==> src/hw/rtl/assert_macros.svh <==
// ----------------------------------------------------------------------------
// Assertion macros
// Shared concurrent assertion forms for the tag store RTL.
// ----------------------------------------------------------------------------
`ifndef ASSERT_MACROS_SVH
`define ASSERT_MACROS_SVH

// Same-cycle implication, disabled during reset
`define SACTL_ASSERT_IMP(lbl, clk, rst, ante, cons) \
   lbl: assert property (@(posedge clk) disable iff (rst) (ante) |-> (cons)) \
      else $error("same-cycle implication violated");

// Next-cycle implication, disabled during reset
`define SACTL_ASSERT_NXT(lbl, clk, rst, ante, cons) \
   lbl: assert property (@(posedge clk) disable iff (rst) (ante) |=> (cons)) \
      else $error("next-cycle implication violated");

`endif

==> src/hw/rtl/sactl_ram.sv <==
// ----------------------------------------------------------------------------
// sactl_ram
// Generic simple dual-port RAM: one write port, one read port, registered read.
// ----------------------------------------------------------------------------
`timescale 1ns / 1ps

module sactl_ram #(
   parameter int WIDTH = 8,
   parameter int DEPTH = 16
) (
   input  logic                     clock,
   input  logic                     wr_en,
   input  logic [$clog2(DEPTH)-1:0] wr_addr,
   input  logic [WIDTH-1:0]         wr_data,
   input  logic                     rd_en,
   input  logic [$clog2(DEPTH)-1:0] rd_addr,
   output logic [WIDTH-1:0]         rd_data
);

   logic [WIDTH-1:0] mem [DEPTH];
   logic [WIDTH-1:0] rd_data_ff;

   always_ff @(posedge clock) begin
      if (wr_en) begin
         mem[wr_addr] <= wr_data;
      end
      if (rd_en) begin
         rd_data_ff <= mem[rd_addr];
      end
   end

   assign rd_data = rd_data_ff;

endmodule

==> config.mk <==
export PLATFORM = sky130hd
export DESIGN_NAME = sactl_ram
export DESIGN_NICKNAME = d
export VERILOG_FILES = /design/src/hw/rtl/assert_macros.svh /design/src/hw/rtl/sactl_ram.sv
export SDC_FILE = /design/constraint.sdc
export NUM_CORES = 1
export LEC_CHECK = 0
export BUFFER_PORTS_ARGS = -buffer_cell sky130_fd_sc_hd__buf_2
export CAP_MARGIN = 20
export CORE_MARGIN = 3
export CORE_UTILIZATION = 54
export DETAILED_ROUTE_END_ITERATION = 16
export GPL_TIMING_DRIVEN = 0
export MAX_ROUTING_LAYER = met4
export PLACE_DENSITY = 0.77
export SYNTH_ARGS = -nofsm -noshare
export SYNTH_HDL_FRONTEND = slang
export SYNTH_SLANG_ARGS = --single-unit
export TNS_END_PERCENT = 100
==> constraint.sdc <==
create_clock -name clock -period 1.75 [get_ports clock]
set_input_delay 0.175 -clock clock [delete_from_list [all_inputs] [get_ports clock]]
set_output_delay 0.175 -clock clock [all_outputs]
set_load 0.02 [all_outputs]
==> flow_summary.toml, run 1 <==
[synthesis]
synth_edf_count = 136
yosys_register_bits = 136
netlist.area_leader.share = 0.7812
synth.cell_area_um2 = 5228
synth-simple-area-share = 0.03135
ys_seq_area_frac = 0.7812
synth.top_cells.by_count = "136 x edfxtp_1, 18 x mux4_2, 16 x a22oi_1"
ys_types = 18
yosys-top-cells-area = "edfxtp_1 78%, mux4_2 7.8%, mux4_1 7.0%"
async_reset_ff_frac = 0
synthMostInstantiatedCell = "edfxtp_1"
synth_area_per_cell_um2 = 22.83
yosys.area.top_type = "edfxtp_1"
synth_top_family_by_area = "multiplexers"
synth_warnings = 0
syn_inst = 229
synth_compound_area_frac = 0.02298
synth_mux_area_frac = 0.1479
synth-main-ff-cell = "edfxtp_1"
synth_nets = 248
synthAdderAreaFrac = 0
synthXorXnorAreaFrac = 0

[timing]
fin_worst_skew_ps = 9.822
hold_violations = 0
maxSlewHeadroom = 0.4545
fmax_mhz = 647.9
rsz0062_at_grt = "no"
fin_crit_sh = 0.8819
min_period_ps = 1543
tns_ps = 0
setup_viol = 0
maxSlewViolCount = 0
worst_pin_slew_ps = 815.2

[place]
place_congestion = 0.7546
dp_hpwl_um = 6157
io_buffer_count = 25
dpl_cell_area_um2 = 5534

[final_layout]
antennaDiodeCount = 0
design_area_um2 = 6158
final_util = 0.6602
fillCellCount = 591
drive_gt1_frac = 0.3058
fin_nets = 297
syn2layout_area_growth_pct = 17.81

[clock_tree]
cts_tree = "done"
clock-sinks = 136
ctsResizeCount = 0
clk_latency_ps = 510
root_buffer = "clkbuf_8"
hold_buffers = 1
cts_inserted_buffers = 17
cts_max_path_buffers = 2
clk_pin_slew_ps = 60
h-tree-depth = 4
postCtsSetupRepairBufs = 0

[critical_path]
end_kind = "flop"
arrival_ps = 1800
path_max_fanout = 1
start_kind = "flop"
critical_path.slowest_cell = "mux4_1"
worst_path_largest_cell_delay_ps = 590
critPathRequiredTime_ps = 2010
crit_chain = "mux4_1 -> a22oi_1 -> nand2_1"
crit_type = "reg2reg"

[detailed_routing]
routed_wl_um = 9822
dr.pass1.iters = 4
avgViaCountPerCell = 5.860
wl_per_cell_um = 23.39
detail-route-antenna-nets = 0
drc = 0
initialDrtViolationCount = 246
via_count = 2461

[floorplanning]
ios = 27
die_x_um = 104.4
rows = 35
die_h_um = 104.4
start_util = 0.5604
fp.coreArea_um2 = 9328
dieArea_um2 = 10900

[pwr]
power_density_nw_per_um2 = 1245
peakVddDrop_uv = 912.7
p_leak_nw = 2.072
power_mw = 7.667

[run_status]
status = "finished clean"

[global_routing]
grt-ovfl-total = 0
grt_first_pass_wirelength_um = 15020
track_usage = 0.1993
antenna_found_initial = 0
grt_pass1_vias = 2534
grt_max_degree = 17

[hold_path]
hold_class = "in2reg"

[run]
maxCapViolCount = 0
==> path summary, 6_finish.rpt <==
| check | startpoint | end | slack, ps | cells past startpoint |
|---|---|---|---|---|
| worst max-delay path | mem[5][1]$_DFFE_PP_ | rd_data[1]$_DFFE_PP_ | 210 | 3 |
| worst min-delay path | wr_data[5] | mem[13][5]$_DFFE_PP_ | 60 | 1 |
| worst max register to register | mem[5][1]$_DFFE_PP_ | rd_data[1]$_DFFE_PP_ | 210 | 3 |
| worst min register to register | mem[8][2]$_DFFE_PP_ | rd_data[2]$_DFFE_PP_ | 760 | 3 |
==> metal layers <==
layer  routed length, um  GRT usage
met5                   0          -
met4                 191    0.07123
met3                 706    0.04283
met2                4829     0.3035
met1                4095     0.2709
==> report_power, final <==
| part | leakage (nW) | total (mW) | internal [mW] | switching (mW) |
|---|---|---|---|---|
| logic | 0.544 | 0.360 | 0.144 | 0.217 |
| registers | 1.24 | 3.69 | 3.67 | 0.0167 |
| clock network | 0.292 | 3.62 | 2.32 | 1.30 |
| total | 2.07 | 7.67 | 6.13 | 1.54 |
==> state kept, by name, indices dropped and copies added (netlist names) <==
signal,cells
mem,128
rd_data,8
==> cell families (layout without fill, tap and decap cells) <==
group | count (synthesis) | after routing
muxes | 32 | 32
buffers and inverters | 10 | 72
and+or+nand+nor | 35 | 35
DFF | 136 | 136
AOI/OAI and AO/OA | 16 | 16
==> critical path, delay by kind of cell (launching register included) <==
| kind | cells | cell delay [ps] |
|---|---|---|
| multiplexers | 1 | 590 |
| flip-flops | 1 | 370 |
| AO/OA/AOI/OAI | 1 | 260 |
| AND/OR/NAND/NOR | 1 | 80 |
==> cells in the final DEF, fill, tap and decap left out, types with 3 or more instances in the layout <==
| master | count |
|---|---|
| clkdlybuf4s25_2 | 3 |
| clkinvlp_4 | 3 |
| clkinv_4 | 3 |
| clkbuf_16 | 16 |
| nor3_1 | 4 |
| a22oi_1 | 16 |
| edfxtp_1 | 136 |
| nand2_1 | 9 |
| mux4_2 | 18 |
| nor2_1 | 13 |
| mux4_1 | 14 |
| bufinv_16 | 4 |
| buf_2 | 32 |
| buf_6 | 3 |
==> stage by stage <==
step,cells,setup WS (ps),hold WS (ps)
6_report,420,206.6,60.85
3_3_place_gp,383,-458.7,527.2
5_1_grt,420,58.37,53.80
4_1_cts,420,181.0,46.72
3_5_place_dp,387,-350.7,525.0
2_1_floorplan,229,82.13,273.9
==> layout make-up <==
class | count | area (um^2) | share of cell area
Multi-Input combinational cell | 83 | 1057 | 0.1717
Tap cell | 129 | 161.4 | 0.02621
Buffer | 10 | 86.33 | 0.01402
Clock inverter | 15 | 200.2 | 0.03251
Timing Repair Buffer | 30 | 155.1 | 0.02519
Clock buffer | 17 | 414.1 | 0.06725
Sequential cell | 136 | 4084 | 0.6631
Note: power is estimated with default switching activity, not from simulation.
==> run 2: changes to the inputs <==
--- a/config.mk
+++ b/config.mk
@@ -11,6 +11,7 @@
 export CORE_UTILIZATION = 54
 export DETAILED_ROUTE_END_ITERATION = 16
 export GPL_TIMING_DRIVEN = 0
+export HOLD_SLACK_MARGIN = 0.1
 export MAX_ROUTING_LAYER = met4
 export PLACE_DENSITY = 0.77
 export SYNTH_ARGS = -nofsm -noshare
==> flow_summary.toml, run 2 (synthesis gave the netlist of run 1 again) <==
[run_status]
status = "finished clean"

[timing]
setup_viol = 0
rsz0062_at_grt = "no"
hold_violations = 0
fmax_mhz = 643.7
min_period_ps = 1553
fin_worst_skew_ps = 9.255
maxSlewViolCount = 0
worst_pin_slew_ps = 820.8
fin_crit_sh = 0.8877
maxSlewHeadroom = 0.4508
whs_ps = 177.5

[clock_tree]
cts_max_path_buffers = 2
cts_inserted_buffers = 17
cts_tree = "done"
clk_latency_ps = 510
postCtsSetupRepairBufs = 0
root_buffer = "clkbuf_8"
clk_pin_slew_ps = 60
h-tree-depth = 4
ctsResizeCount = 0
clock-sinks = 136

[critical_path]
crit_chain = "mux4_2 -> a22oi_1 -> nand2_1"
r2r_end = "rd_data[7]$_DFFE_PP_"
rr_worst_depth = 3
r2r_start = "mem[3][7]$_DFFE_PP_"
end_kind = "flop"
worst_path_largest_cell_delay_ps = 480
start_kind = "flop"
critical_path.slowest_cell = "mux4_2"
reg2reg_slack_ps = 200
critPathRequiredTime_ps = 2000
arrival_ps = 1810
path_max_fanout = 1
crit_type = "reg2reg"

[floorplanning]
dieArea_um2 = 10900
rows = 35
start_util = 0.5604
fp.coreArea_um2 = 9328
die_h_um = 104.4
die_x_um = 104.4
ios = 27

[pwr]
p_leak_nw = 2.105
peakVddDrop_uv = 917.0
power_density_nw_per_um2 = 1232

[final_layout]
final_cell_mix = "136 x edfxtp_1, 32 x buf_2, 18 x mux4_2, 16 x a22oi_1, 16 x clkbuf_16"
antennaDiodeCount = 0
largest-register = "mem"
instances_no_fill = 428
final_common_cell = "edfxtp_1"
final_util = 0.6688
syn2layout_area_growth_pct = 19.34
largest_register_ff_count = 128
fillCellCount = 583
drive_gt1_frac = 0.2977
fin_nets = 305

[hold_path]
hold_class = "in2reg"
hold_start = "wr_addr[0]"
holdPathEnd = "mem[12][7]$_DFFE_PP_"
min_path_cells = 2

[detailed_routing]
dr.pass1.iters = 5
initialDrtViolationCount = 306
drc = 0
wl_per_cell_um = 23.14
detail-route-antenna-nets = 0
routed_wl_um = 9905
avgViaCountPerCell = 5.862
via_count = 2509

[place]
io_buffer_count = 25
dp_hpwl_um = 6157
place_congestion = 0.7546
dp.cells = 387

[global_routing]
grt-ovfl-total = 0
grt_pass1_vias = 2560
track_usage = 0.2010
antenna_found_initial = 0
grt_max_degree = 17
grt_first_pass_wirelength_um = 15170

[run]
maxCapViolCount = 0
run 2: changes by cell type in the layout (fill, tap and decap cells not counted):
cell and change:
dlygate4sd3_1 +8
run 2: timing repair:
item,in CTS,in global routing
hold buffers,9,0
endpoints found under the hold margin,136,0
setup endpoints to repair,0,0
run 2: area by class of cell:
type / instances / area, um^2 / share of cell area
clock buffer: 17 / 414.1 / 0.06639
sequential: 136 / 4084 / 0.6546
timing repair buffer: 38 / 235.2 / 0.03771
tap: 129 / 161.4 / 0.02587
multi-input combinational: 83 / 1057 / 0.1695
buffer: 10 / 86.33 / 0.01384
clock inverter: 15 / 200.2 / 0.03209
run 2: per-layer routing:
| layer | track usage | vias up | routed length [um] |
|---|---|---|---|
| li1 | - | 1096 | - |
| met5 | - | - | 0 |
| met3 | 0.04283 | 18 | 568 |
| met2 | 0.3081 | 95 | 4892 |
| met1 | 0.2718 | 1300 | 4256 |
| met4 | 0.07123 | 0 | 187 |
run 2: power breakdown:
part,total (mW),leakage [nW],internal (mW),switching (mW)
registers,3.69,1.24,3.67,0.0166
clock network,3.62,0.292,2.31,1.31
logic,0.376,0.577,0.156,0.220
total,7.68,2.11,6.14,1.54
run 2: worst max-delay path, delay by kind of cell (launching register included):
kind / cells / cell delay [ps]
muxes: 1 / 480
AOI/OAI and AO/OA: 1 / 340
and+or+nand+nor: 1 / 110
DFF: 1 / 380
run 2: worst max path at each step:
| stage | startpoint | end | slack (ps) | depth (start not counted) |
|---|---|---|---|---|
| after CTS | wr_addr[2] | mem[0][3]$_DFFE_PP_ | 180 | 4 |
| after detailed placement | wr_addr[2] | mem[0][4]$_DFFE_PP_ | -350 | 4 |
| after global placement | wr_addr[2] | mem[0][4]$_DFFE_PP_ | -460 | 3 |
| after floorplan | wr_addr[2] | mem[0][0]$_DFFE_PP_ | 80 | 2 |
| final | mem[3][7]$_DFFE_PP_ | rd_data[7]$_DFFE_PP_ | 200 | 3 |
| after global routing | wr_addr[2] | mem[0][3]$_DFFE_PP_ | 60 | 4 |
run 2: through the flow:
stage	TNS, ps	cell area [um^2]	setup WS [ps]	power (mW)
final	0	6238	196.6	7.684
after global routing	0	6238	58.37	7.889
after CTS	0	6238	181.0	7.718
after detailed placement	-4453	5534	-350.7	4.113
after global placement	-7703	5514	-458.7	4.095
after floorplan	0	5228	82.13	3.958
==> run 3: changes to the inputs <==
--- a/config.mk
+++ b/config.mk
@@ -5,15 +5,16 @@
 export SDC_FILE = /design/constraint.sdc
 export NUM_CORES = 1
 export LEC_CHECK = 0
+export ABC_AREA = 1
 export BUFFER_PORTS_ARGS = -buffer_cell sky130_fd_sc_hd__buf_2
 export CAP_MARGIN = 20
 export CORE_MARGIN = 3
-export CORE_UTILIZATION = 54
+export CORE_UTILIZATION = 55
 export DETAILED_ROUTE_END_ITERATION = 16
 export GPL_TIMING_DRIVEN = 0
-export HOLD_SLACK_MARGIN = 0.1
+export HOLD_SLACK_MARGIN = 0.15
 export MAX_ROUTING_LAYER = met4
-export PLACE_DENSITY = 0.77
+export PLACE_DENSITY = 0.78
 export SYNTH_ARGS = -nofsm -noshare
 export SYNTH_HDL_FRONTEND = slang
 export SYNTH_SLANG_ARGS = --single-unit
==> flow_summary.toml, run 3 <==
[critical_path]
worst_path_largest_cell_delay_ps = 530
path_max_fanout = 10
arrival_ps = 1710
rr_worst_depth = 6
crit_type = "in2reg"
cp_top_family = "buffers and inverters"
reg2reg_slack_ps = 540
r2r_start = "mem[0][1]$_DFFE_PP_"
start_kind = "primary input"
r2r_end = "rd_data[1]$_DFFE_PP_"
path_depth = 7
critPathRequiredTime_ps = 2020
crit_path_frequent_cell = "nand3_1"
worst-path-buf-inv = 4
crit_chain = "dlygate4sd3_1 -> buf_2 -> inv_1 -> buf_4 -> nand3_1 -> nand3_1 -> nand2_1"
critical_path.slowest_cell = "dlygate4sd3_1"
end_kind = "flop"

[timing]
maxSlewViolCount = 0
fin_crit_sh = 0.8205
rsz0062_at_grt = "no"
tns_ps = 0
fmax_mhz = 696.4
fin_worst_skew_ps = 6.054
worst_pin_slew_ps = 888.0
setup_slack_ps = 314.1
setup_viol = 0
maxSlewHeadroom = 0.4058
min_period_ps = 1436
hold_violations = 0

[place]
dp_hpwl_um = 8725
io_buffer_count = 23
dp_slack_ps = 61.70
place_congestion = 0.9123
dp.cells = 710
dpl_cell_area_um2 = 6132

[synthesis]
synthAdderAreaFrac = 0
synth_warnings = 0
synth_nets = 570
synth-main-ff-cell = "edfxtp_1"
synthMostInstantiatedCell = "nand2_1"
synth.top_cells.by_count = "173 x nand2_1, 136 x edfxtp_1, 100 x inv_1"
synth_top_family_by_area = "simple AND/OR/NAND/NOR gates"
yosys-top-cells-area = "edfxtp_1 70%, nand2_1 11%, nand3_1 8.3%"
synth_mux_area_frac = 0
synth-simple-area-share = 0.2076
syn_inst = 551
ys_seq_area_frac = 0.6985
async_reset_ff_frac = 0
synth_edf_count = 136
yosys_register_bits = 136
yosys.area.top_type = "edfxtp_1"
synth.cell_area_um2 = 5847
synth_area_per_cell_um2 = 10.61
ys_types = 11
netlist.area_leader.share = 0.6985
synth_compound_area_frac = 0
synthXorXnorAreaFrac = 0

[clock_tree]
clock-sinks = 136
clk_latency_ps = 530
root_buffer = "clkbuf_8"
clk_pin_slew_ps = 60
h-tree-depth = 4
ctsResizeCount = 0
cts_tree = "done"
cts_max_path_buffers = 2
cts_inserted_buffers = 17

[detailed_routing]
routed_wl_um = 13580
drc = 0
dr.pass1.iters = 5
wl_per_cell_um = 18.08
initialDrtViolationCount = 425
via_count = 4024
avgViaCountPerCell = 5.358
detail-route-antenna-nets = 0

[final_layout]
drive_gt1_frac = 0.1187
final_cell_mix = "173 x nand2_1, 136 x edfxtp_1, 100 x inv_1, 97 x nand3_1, 36 x buf_2"
fillCellCount = 734
largest_register_ff_count = 128
final_common_cell = "nand2_1"
antennaDiodeCount = 0
design_area_um2 = 6788
fin_nets = 622
largest-register = "mem"
syn2layout_area_growth_pct = 16.09
instances_no_fill = 751

[floorplanning]
start_util = 0.5664
rows = 37
fp.coreArea_um2 = 10320
die_h_um = 109.1
ios = 27
dieArea_um2 = 11900
die_x_um = 109.1

[hold_path]
hold_start = "rd_addr[3]"
holdPathEnd = "rd_data[0]$_DFFE_PP_"
hold_class = "in2reg"
min_path_cells = 3

[global_routing]
grt_first_pass_wirelength_um = 20470
grt_max_degree = 17
grt_pass1_vias = 3803
grt-ovfl-total = 0
antenna_found_initial = 0
track_usage = 0.2499

[pwr]
p_leak_nw = 2.943
peakVddDrop_uv = 665.6
power_density_nw_per_um2 = 1115

[run_status]
status = "finished clean"

[run]
maxCapViolCount = 0
==> run 3: changes by cell type after synthesis, sizes merged, moves of 16 or more <==
cell / previous run / this run
nand3: 1 / 97
a22oi: 16 / 0
mux4: 32 / 0
buf: 7 / 24
inv: 0 / 102
nand2: 9 / 173
==> run 3: worst max-delay path by stage <==
stage | start | endpoint | slack (ps)
finish | rd_addr[2] | rd_data[5]$_DFFE_PP_ | 310
global route | rd_addr[2] | rd_data[3]$_DFFE_PP_ | 260
CTS | rd_addr[2] | rd_data[1]$_DFFE_PP_ | 380
detailed placement | wr_addr[3] | mem[7][2]$_DFFE_PP_ | 60
global placement | wr_addr[3] | mem[7][2]$_DFFE_PP_ | 130
floorplan | wr_addr[2] | mem[10][0]$_DFFE_PP_ | 620
==> run 3: what timing repair did <==
action / CTS / global route
hold buffers: 10 / 0
setup buffers: 0 / 0
endpoints found under the hold margin: 138 / 0
endpoints found under the setup margin: 0 / 0
==> run 3: layout make-up <==
type                       instances  area [um^2]  area share
sequential                       136         4084      0.6017
multi-input combinational        289         1214      0.1788
clock buffer                      19        421.7     0.06212
inverter                         102        382.9     0.05641
timing repair buffer              33        215.2     0.03171
tap                              136        170.2     0.02507
buffer                            24        166.4     0.02452
clock inverter                    12        133.9     0.01972
==> run 3: cells by family (layout without fill, tap and decap cells) <==
family / after synthesis / after routing
flip-flops: 136 / 136
AND/OR/NAND/NOR: 289 / 289
buffers and inverters: 126 / 190
==> run 3: routing by layer <==
| layer | part of all wire | GRT usage | wire length, um | up-vias |
|---|---|---|---|---|
| li1 | - | - | - | 1885 |
| met1 | 0.41 | 0.3336 | 5518 | 1859 |
| met2 | 0.47 | 0.3697 | 6329 | 242 |
| met3 | 0.10 | 0.05921 | 1370 | 38 |
| met4 | 0.026 | 0.1073 | 358 | 0 |
| met5 | 0 | - | 0 | - |
==> run 3: stage by stage <==
stage,total power [mW],util,hold slack (ps)
2_1_floorplan,4.032,-,273.9
3_3_place_gp,4.213,0.5940,501.4
3_5_place_dp,4.230,0.5940,512.3
4_1_cts,7.572,0.6575,192.5
5_1_grt,7.766,0.6575,233.3
6_report,7.569,0.6575,235.5
==> run 3: tightest hold or removal path, stage by stage <==
cell and delay [ps]:
buf_1 200, nand3_1 150, nand2_1 70
==> run 3: where the power goes <==
part           total, mW  internal, mW  switching, mW
sequential          3.69          3.67         0.0173
combinational      0.507         0.152          0.355
clock               3.37          2.13           1.24
total               7.57          5.95           1.62
